[src/rtl/pwmrf_pkg.sv]
`timescale 1ns / 1ps
package pwmrf_pkg;

  localparam int RegCount     = 256;
  localparam int ReadBurstDef = 70;
  localparam int ChannelsDef  = 16;

  localparam logic [1:0] OP_WRITE = 2'd0;
  localparam logic [1:0] OP_READ  = 2'd1;

  localparam logic KIND_UPDATE = 1'b0;
  localparam logic KIND_READ   = 1'b1;

  localparam logic [7:0] ADDR_MODE1     = 8'h00;
  localparam logic [7:0] ADDR_PRESCALE  = 8'hFE;
  localparam logic [7:0] ADDR_ALL_OFF_H = 8'hFD;
  localparam logic [7:0] FIRST_OFF_H    = 8'd9;
  localparam logic [7:0] CTRL_LIMIT     = 8'd6;

  typedef struct packed {
    logic [1:0] operation;
    logic [7:0] data_byte;
  } cmd_t;

  typedef struct packed {
    logic        kind;
    logic [3:0]  channel;
    logic        all_channels;
    logic [11:0] on_count;
    logic [11:0] off_count;
    logic [7:0]  clock_divider;
    logic [7:0]  read_first;
    logic [7:0]  read_second;
    logic [1:0]  bytes_valid;
    logic        last;
  } rsp_t;

  // power-on contents of the register file
  function automatic logic [7:0] reg_default(input logic [7:0] addr);
    logic [7:0] v;
    case (addr)
      8'h00:         v = 8'h88;
      8'h01:         v = 8'h20;
      8'h02:         v = 8'hE2;
      8'h03:         v = 8'hE4;
      8'h04:         v = 8'hE8;
      8'h05:         v = 8'hE0;
      ADDR_PRESCALE: v = 8'hC8;
      default:       v = 8'h00;
    endcase
    return v;
  endfunction

endpackage

[src/rtl/pwmrf_regmem.sv]
`timescale 1ns / 1ps
module pwmrf_regmem (
  input  logic       clk,
  input  logic       rst,
  input  logic       wr_en,
  input  logic [7:0] wr_addr,
  input  logic [7:0] wr_data,
  input  logic       rd_en,
  input  logic [7:0] rd_addr,
  output logic [7:0] rd_data
);
  import pwmrf_pkg::*;

  logic [7:0]          mem [RegCount];
  logic [RegCount-1:0] written;
  logic [7:0]          mem_q;
  logic [7:0]          dflt_q;
  logic                hit_q;

  always_ff @(posedge clk) begin
    if (wr_en) begin
      mem[wr_addr] <= wr_data;
    end
    if (rd_en) begin
      mem_q <= mem[rd_addr];
    end
  end

  always_ff @(posedge clk) begin
    if (rst) begin
      written <= '0;
    end else if (wr_en) begin
      written[wr_addr] <= 1'b1;
    end
  end

  always_ff @(posedge clk) begin
    if (rd_en) begin
      hit_q  <= written[rd_addr];
      dflt_q <= reg_default(rd_addr);
    end
  end

  assign rd_data = hit_q ? mem_q : dflt_q;

endmodule

[src/rtl/pwm_led_controller_register_front.sv]
`timescale 1ns / 1ps
// Register front of a 16-channel PWM LED controller. Each cmd transfer is one
// bus event: a written byte, a read request or a stop. The 256-byte register
// file sits in one synchronous memory with a single read port; power-on
// defaults come from per-entry written bits cleared at reset, so there is no
// clearing pass. A write that only loads the pointer or stores a plain
// register is done when it is accepted. A write to a channel's or the all-LED
// OFF_H byte reads four bytes through the read port before its update is put
// in the output register. A read returns results of one or two bytes each, a
// single byte or, with auto-increment, the 70-byte burst; each result waits
// for the previous one to leave the output register. cmd_ready is high only
// between items; a result waiting in the output register does not hold off
// the next item.
module pwm_led_controller_register_front #(
  parameter int READ_BURST = pwmrf_pkg::ReadBurstDef,
  parameter int CHANNELS   = pwmrf_pkg::ChannelsDef
) (
  input  logic            clk,
  input  logic            rst,
  input  logic            cmd_valid,
  output logic            cmd_ready,
  input  pwmrf_pkg::cmd_t cmd,
  output logic            rsp_valid,
  input  logic            rsp_ready,
  output pwmrf_pkg::rsp_t rsp
);
  import pwmrf_pkg::*;

  localparam int CW = $clog2(READ_BURST + 3);
  localparam logic [7:0] CHAN_END = 8'(9 + 4 * CHANNELS);

  localparam logic [1:0] S_IDLE = 2'd0;
  localparam logic [1:0] S_RUN  = 2'd1;
  localparam logic [1:0] S_EMIT = 2'd2;

  logic [1:0]    state;
  logic [7:0]    pointer;
  logic          loaded;
  logic          ai;
  logic          upd;
  logic          all;
  logic [7:0]    base;
  logic [3:0]    off_h;
  logic [2:0]    j;
  logic [CW-1:0] idx;
  logic [CW-1:0] total;
  logic [7:0]    b [4];

  logic          accept;
  logic          is_chan;
  logic          is_all;
  logic [CW-1:0] rem;
  logic          two_left;
  logic          last_r;
  logic [2:0]    nb;
  logic [1:0]    jm1;
  logic [7:0]    chan_off;
  logic          wr_en;
  logic          rd_en;
  logic [7:0]    rd_addr;
  logic [7:0]    rd_data;
  logic          rsp_load;
  rsp_t          rsp_next;

  assign cmd_ready = (state == S_IDLE);
  assign accept    = cmd_valid && cmd_ready;

  assign is_chan = (pointer >= FIRST_OFF_H) && (pointer < CHAN_END) && (pointer[1:0] == 2'b01);
  assign is_all  = (pointer == ADDR_ALL_OFF_H);

  assign rem      = total - idx;
  assign two_left = (rem >= CW'(2));
  assign last_r   = (rem <= CW'(2));
  assign nb       = upd ? 3'd4 : (two_left ? 3'd2 : 3'd1);
  assign jm1      = 2'(j - 3'd1);
  assign chan_off = base - FIRST_OFF_H;
  assign rsp_load = (state == S_EMIT) && (!rsp_valid || rsp_ready);

  assign wr_en = accept && (cmd.operation == OP_WRITE) && loaded;
  assign rd_en = (state == S_RUN) && (j < nb);

  always_comb begin
    if (upd) begin
      rd_addr = (j == 3'd3) ? ADDR_PRESCALE : 8'(base - 8'd3 + 8'(j));
    end else begin
      rd_addr = 8'(pointer + 8'(idx) + 8'(j));
    end
  end

  pwmrf_regmem u_regmem (
    .clk     (clk),
    .rst     (rst),
    .wr_en   (wr_en),
    .wr_addr (pointer),
    .wr_data (cmd.data_byte),
    .rd_en   (rd_en),
    .rd_addr (rd_addr),
    .rd_data (rd_data)
  );

  always_comb begin
    rsp_next = '0;
    if (upd) begin
      rsp_next.kind          = KIND_UPDATE;
      rsp_next.channel       = all ? 4'd0 : chan_off[5:2];
      rsp_next.all_channels  = all;
      rsp_next.on_count      = {b[1][3:0], b[0]};
      rsp_next.off_count     = {off_h, b[2]};
      rsp_next.clock_divider = b[3];
      rsp_next.last          = 1'b1;
    end else begin
      rsp_next.kind        = KIND_READ;
      rsp_next.read_first  = b[0];
      rsp_next.read_second = two_left ? b[1] : 8'd0;
      rsp_next.bytes_valid = two_left ? 2'd2 : 2'd1;
      rsp_next.last        = last_r;
    end
  end

  always_ff @(posedge clk) begin
    if (rst) begin
      state     <= S_IDLE;
      pointer   <= '0;
      loaded    <= 1'b0;
      ai        <= 1'b0;
      upd       <= 1'b0;
      rsp_valid <= 1'b0;
    end else begin
      if (rsp_valid && rsp_ready && !rsp_load) begin
        rsp_valid <= 1'b0;
      end
      unique case (state)
        S_IDLE: begin
          if (accept) begin
            if (cmd.operation == OP_WRITE) begin
              if (!loaded) begin
                loaded  <= 1'b1;
                pointer <= cmd.data_byte;
              end else begin
                pointer <= pointer + 8'd1;
                if (pointer == ADDR_MODE1) begin
                  ai <= cmd.data_byte[5];
                end
                if (is_chan || is_all) begin
                  if (!ai) begin
                    loaded <= 1'b0;
                  end
                  upd   <= 1'b1;
                  all   <= is_all;
                  base  <= pointer;
                  off_h <= cmd.data_byte[3:0];
                  j     <= '0;
                  state <= S_RUN;
                end
                if (pointer < CTRL_LIMIT) begin
                  loaded <= 1'b0;
                end
              end
            end else if (cmd.operation == OP_READ) begin
              loaded <= 1'b0;
              ai     <= 1'b0;
              total  <= ai ? CW'(READ_BURST) : CW'(1);
              idx    <= '0;
              upd    <= 1'b0;
              j      <= '0;
              state  <= S_RUN;
            end
          end
        end
        S_RUN: begin
          if (j != 3'd0) begin
            b[jm1] <= rd_data;
          end
          j <= j + 3'd1;
          if (j == nb) begin
            state <= S_EMIT;
          end
        end
        S_EMIT: begin
          if (rsp_load) begin
            rsp_valid <= 1'b1;
            rsp       <= rsp_next;
            j         <= '0;
            if (upd || last_r) begin
              state <= S_IDLE;
            end else begin
              idx   <= idx + CW'(nb);
              state <= S_RUN;
            end
          end
        end
        default: state <= S_IDLE;
      endcase
    end
  end

  // memory port interlock: writes only between items, reads only inside one
  a_no_rw_overlap: assert property (@(posedge clk) disable iff (rst)
    !(wr_en && rd_en))
    else $error("register file written and read in one cycle");

  a_read_clears: assert property (@(posedge clk) disable iff (rst)
    accept && (cmd.operation == OP_READ) |=> (state == S_RUN) && !ai && !loaded)
    else $error("read request did not clear pointer and auto-increment");

  a_burst_bound: assert property (@(posedge clk) disable iff (rst)
    (state != S_IDLE) && !upd |-> (idx < total))
    else $error("read burst index past its length");

  a_update_shape: assert property (@(posedge clk) disable iff (rst)
    rsp_valid && (rsp.kind == KIND_UPDATE) |-> rsp.last && (rsp.bytes_valid == 2'd0))
    else $error("channel update not a single final result");

  a_read_shape: assert property (@(posedge clk) disable iff (rst)
    rsp_valid && (rsp.kind == KIND_READ) |-> (rsp.bytes_valid != 2'd0))
    else $error("read result without data bytes");

endmodule

[config.mk]
export PLATFORM = sky130hd
export DESIGN_NAME = pwm_led_controller_register_front
export DESIGN_NICKNAME = d
export VERILOG_FILES = /design/src/rtl/pwmrf_pkg.sv /design/src/rtl/pwmrf_regmem.sv /design/src/rtl/pwm_led_controller_register_front.sv
export SDC_FILE = /design/constraint.sdc
export NUM_CORES = 2
export LEC_CHECK = 0
export ABC_AREA = 1
export BUFFER_PORTS_ARGS = -buffer_cell sky130_fd_sc_hd__buf_2
export CORE_MARGIN = 2
export CORE_UTILIZATION = 40
export CTS_CLUSTER_DIAMETER = 100
export DETAILED_ROUTE_END_ITERATION = 6
export PLACE_DENSITY = 0.53
export SYNTH_ARGS = -nofsm -noshare
export SYNTH_HDL_FRONTEND = slang
export SYNTH_SLANG_ARGS = --single-unit
[constraint.sdc]
create_clock -name clk -period 7.95 [get_ports clk]
set_input_delay 1.59 -clock clk [delete_from_list [all_inputs] [get_ports clk]]
set_output_delay 1.59 -clock clk [all_outputs]
set_load 0.01 [all_outputs]
==> summary.md <==
| Metric | Value |
|---|---|
| Outcome | finished, final reports clean |
| CP max-delay cell | buf_4 |
| CORE AREA | 254200 um^2 |
| Final min period | 5.705 ns |
| Sequential cell area | 70780 um^2 |
| Yosys cell types | 49 |
| PD cells | 267.0 nW/um^2 |
| Layout cells sized above 1 | 0.06034 |
| Hold Startpoint | u_regmem.written[188]$_SDFFE_PP0P_ |
| Setup violations, final | 0 |
| CTS Hold Bufs | 0 |
| Clock Latency Late Sink | 0.95 ns |
| NumNets Final | 9982 |
| WL/cell | 23.73 um |
| Fin Setup TNS | 0 ns |
| Vias | 71.65k |
| Hold Path Sink | u_regmem.written[188]$_SDFFE_PP0P_ |
| Combinational power share | 0.137 |
| Initial drt markers | 7745 |
| Internal power | 0.02217 W |
| Setup Skew | 0.04189 ns |
| Max Cap Violations | 0 |
| Largest family of logic cells by synthesized area | simple AND/OR/NAND/NOR gates |
| DR WL met3 | 25750 um |
| CTS buffer count | 274 |
| Hold WC Path Type | reg -> reg |
| Initial core utilization | 0.4022 |
| Leak pwr | 44.62 nW |
| Worst-path clk slew | 0.07 ns |
| CTS root buf | clkbuf_16 |
| Post-synthesis sequential area ratio | 0.6924 |
| Syn Area/Cell | 10.23 um^2 |
| GRT Overall Usage | 0.2436 |
| Fillers | 23.84k |
| Detailed Route WL | 320400 um |
| Crit path launch | j[1]$_SDFFCE_PP0P_ |
| Flop pwr share | 0.459 |
| Number of setup buffers added after CTS | 0 |
| Hold Vio Cnt, Final | 0 |
| Adder-cell area share of the yosys netlist | 0.006145 |
| Number of global-route vias before repair | 69.01k |
| Ys flop type | edfxtp_1 |
| Syn_nets | 10.06k |
| RSZ-0062 raised after global routing | no |
| Final core utilization | 0.4492 |
| CP peak stage delay | 0.77 ns |
| Die X-Extent | 509.5 um |
| Switch Pwr | 0.008314 W |
| Die area | 259600 um^2 |
| Vias per inst | 5.306 |
| Sw Ratio | 0.2727 |
| Drt first pass iters | 6 |
| Post-synth EDFFs | 2177 |
| Fmax achieved | 0.1753 GHz |
| Area of placed instances | 105600 um^2 |
| GR Overflow Total | 0 |
| FF-to-FF End | u_regmem.mem_q[7]$_DFFE_PP_ |
| Clk pwr share | 0.403 |
| Crit path cell chain | ha_1, ha_1, inv_1, nand3_4, nand2_8, buf_4, buf_4, nand2_1, nand2_1, nand2_1, nand4_1, nand3_1, nand2_1, nand3_1, nand2_1, nand2_1, nand2_1, inv_1, nand2_1 |
| Clock buffer depth | 4 |
| Most used cell, CP | nand2_1 |
| CTS tree | built |
| Multiplexer share of the synthesized area | 0.0006610 |
| First-pass GRT wire length | 466900 um |
| Worst setup path category | reg -> reg |
| Worst Max-Slew Pin Slew | 1.254 ns |
| M1 WL | 137300 um |
| Die H | 509.5 um |
| Post-cts sizing count | 0 |
| H-Tree Depth | 5 |
| Hold Path Depth | 2 |
| XOR/XNOR Fraction of Synth Area | 0.0008568 |
| Multi-input gate area | 27590 um^2 |
| RR Startpoint | j[1]$_SDFFCE_PP0P_ |
| Complex-gate fraction of the synthesized area | 0.01227 |
| YS warnings | 0 |
| Maximum VDD drop | 0.2704 mV |
| Row count | 185 |
| Critical path capture point type | flip-flop |
| Worst R2R Path Depth | 19 |
| Met2 Routed Length | 148600 um |
| Post-synthesis simple-gate area fraction | 0.2487 |
| Clk sinks | 2447 |
| Worst setup SP type | flip-flop |
| CP Max Fanout | 69 |
| Slew Limit Headroom | 0.1628 |
| IO Port Bufs | 72 |
| R2r setup slk | 2.25 ns |
| Final ANT Viol Nets | 0 |
| WP data required | 8.73 ns |
| Cells after Synth | 9996 |
| Max-slew violation total from the final report | 0 |
| Final period util | 0.7176 |
| Area Overhead vs Synth | 11.69% |
| Residual DRC | 0 |
| Largest net degree at the start of global routing | 162 |
| Asr flop ratio synth | 0 |
| WHS | 0.4671 ns |
| #FFs+latches synth | 2447 |
| HPWL Detailed | 180500 um |
| Highest Signal Layer | met5 |
| GP Congestion | 0.8764 |
| Crit path DAT | 6.49 ns |
| Synth Cell Area | 102200 um^2 |
| I/O Pins | 73 |
| Fin area | 114200 um^2 |
| Initial antenna violation count | 11 |
[layout make-up]
| cell class | instances | share of cell area |
|---|---|---|
| Clock inverter | 86 | 0.006762 |
| Antenna cell | 11 | 0.0002411 |
| Tap cell | 3366 | 0.03689 |
| Sequential cell | 2447 | 0.6200 |
| Clock buffer | 394 | 0.06840 |
| Inverter | 333 | 0.01122 |
| Timing Repair Buffer | 193 | 0.01486 |
| Multi-Input combinational cell | 6673 | 0.2417 |
[synthesized netlist by cell type (all sizes together), types with 3 or more instances]
cell / number / share of area
nand4: 177 / 0.011
a21oi: 81 / 0.0040
ha: 39 / 0.0048
dfxtp: 270 / 0.053
mux2: 6 / 0.00066
a31oi: 15 / 0.00092
o211ai: 11 / 0.00081
nor2: 815 / 0.030
clkbuf: 201 / 0.0074
a211oi: 4 / 0.00029
o21bai: 5 / 0.00037
nand2: 4643 / 0.17
buf: 342 / 0.019
nand3: 721 / 0.035
fa: 7 / 0.0014
clkinv: 6 / 0.00022
xor2: 7 / 0.00060
o21ai: 107 / 0.0053
edfxtp: 2177 / 0.64
inv: 327 / 0.012
or2: 5 / 0.00031
nor3: 14 / 0.00073
xnor2: 3 / 0.00026
[worst max path at each step]
| stage | end | slack, ns | depth (start not counted) |
|---|---|---|---|
| after global placement | u_regmem.mem[173][1]$_DFFE_PP_ | 1.64 | 11 |
| final | u_regmem.mem_q[7]$_DFFE_PP_ | 2.25 | 19 |
| after global routing | u_regmem.mem_q[7]$_DFFE_PP_ | 1.96 | 19 |
| after CTS | u_regmem.mem_q[7]$_DFFE_PP_ | 2.29 | 19 |
| after detailed placement | u_regmem.mem[145][2]$_DFFE_PP_ | 2.17 | 11 |
| after floorplan | rsp[0]$_SDFFCE_PP1P_ | 1.51 | 3 |
[metal layers]
layer  vias up  track usage
li1      32970            -
met1     35370       0.3382
met2      2864       0.3903
met3       441      0.04209
met4         2      0.07600
met5         -            0
[kinds of logic after synthesis]
group,after synthesis
flops,2447
fa+ha+maj,46
xor+xnor,10
buf+inv,876
mux,6
compound gates,230
simple gates,6381
[state kept, by name (all words and copies together) (netlist names), 2 cells and up]
| name | count |
|---|---|
| j | 3 |
| off_h | 4 |
| u_regmem.mem | 2048 |
| b | 32 |
| total | 2 |
| rsp | 57 |
| u_regmem.dflt_q | 6 |
| u_regmem.written | 256 |
| base | 8 |
| pointer | 8 |
| u_regmem.mem_q | 8 |
| idx | 7 |
| state | 2 |
[critical path, delay by kind of cell (launching register included)]
family | cells | cell delay (ns)
adder cells (fa/ha/maj) | 2 | 0.52
buffers and inverters | 4 | 1.65
flip-flops | 1 | 0.54
AND/OR/NAND/NOR | 13 | 2.61
[per-stage QoR]
stage | cells | setup slack, ns | total power [W]
2_1_floorplan | 9996 | 1.505 | 0.01664
3_3_place_gp | 13010 | 1.644 | 0.01842
3_5_place_dp | 13010 | 2.170 | 0.01842
4_1_cts | 13490 | 2.291 | 0.03062
5_1_grt | 13490 | 1.958 | 0.03145
6_report | 13500 | 2.245 | 0.03048
[power groups by stage]
stage / clock network [W] / logic (W) / registers, W
3_5_place_dp: 0 / 0.00415 / 0.0143
5_1_grt: 0.0130 / 0.00449 / 0.0140
3_3_place_gp: 0 / 0.00415 / 0.0143
2_1_floorplan: 0 / 0.00236 / 0.0143
4_1_cts: 0.0125 / 0.00416 / 0.0140
6_report: 0.0123 / 0.00419 / 0.0140
[layout by cell type, fill, tap and decap left out, types with 94 or more instances in the layout]
cell type / instances
nand2_1: 4634
buf_4: 94
nand4_1: 177
edfxtp_1: 2177
inv_1: 307
nand3_1: 720
clkbuf_16: 283
nor2_1: 807
o21ai_0: 95
dfxtp_1: 269
No activity file was read; power rests on OpenSTA's default activity.
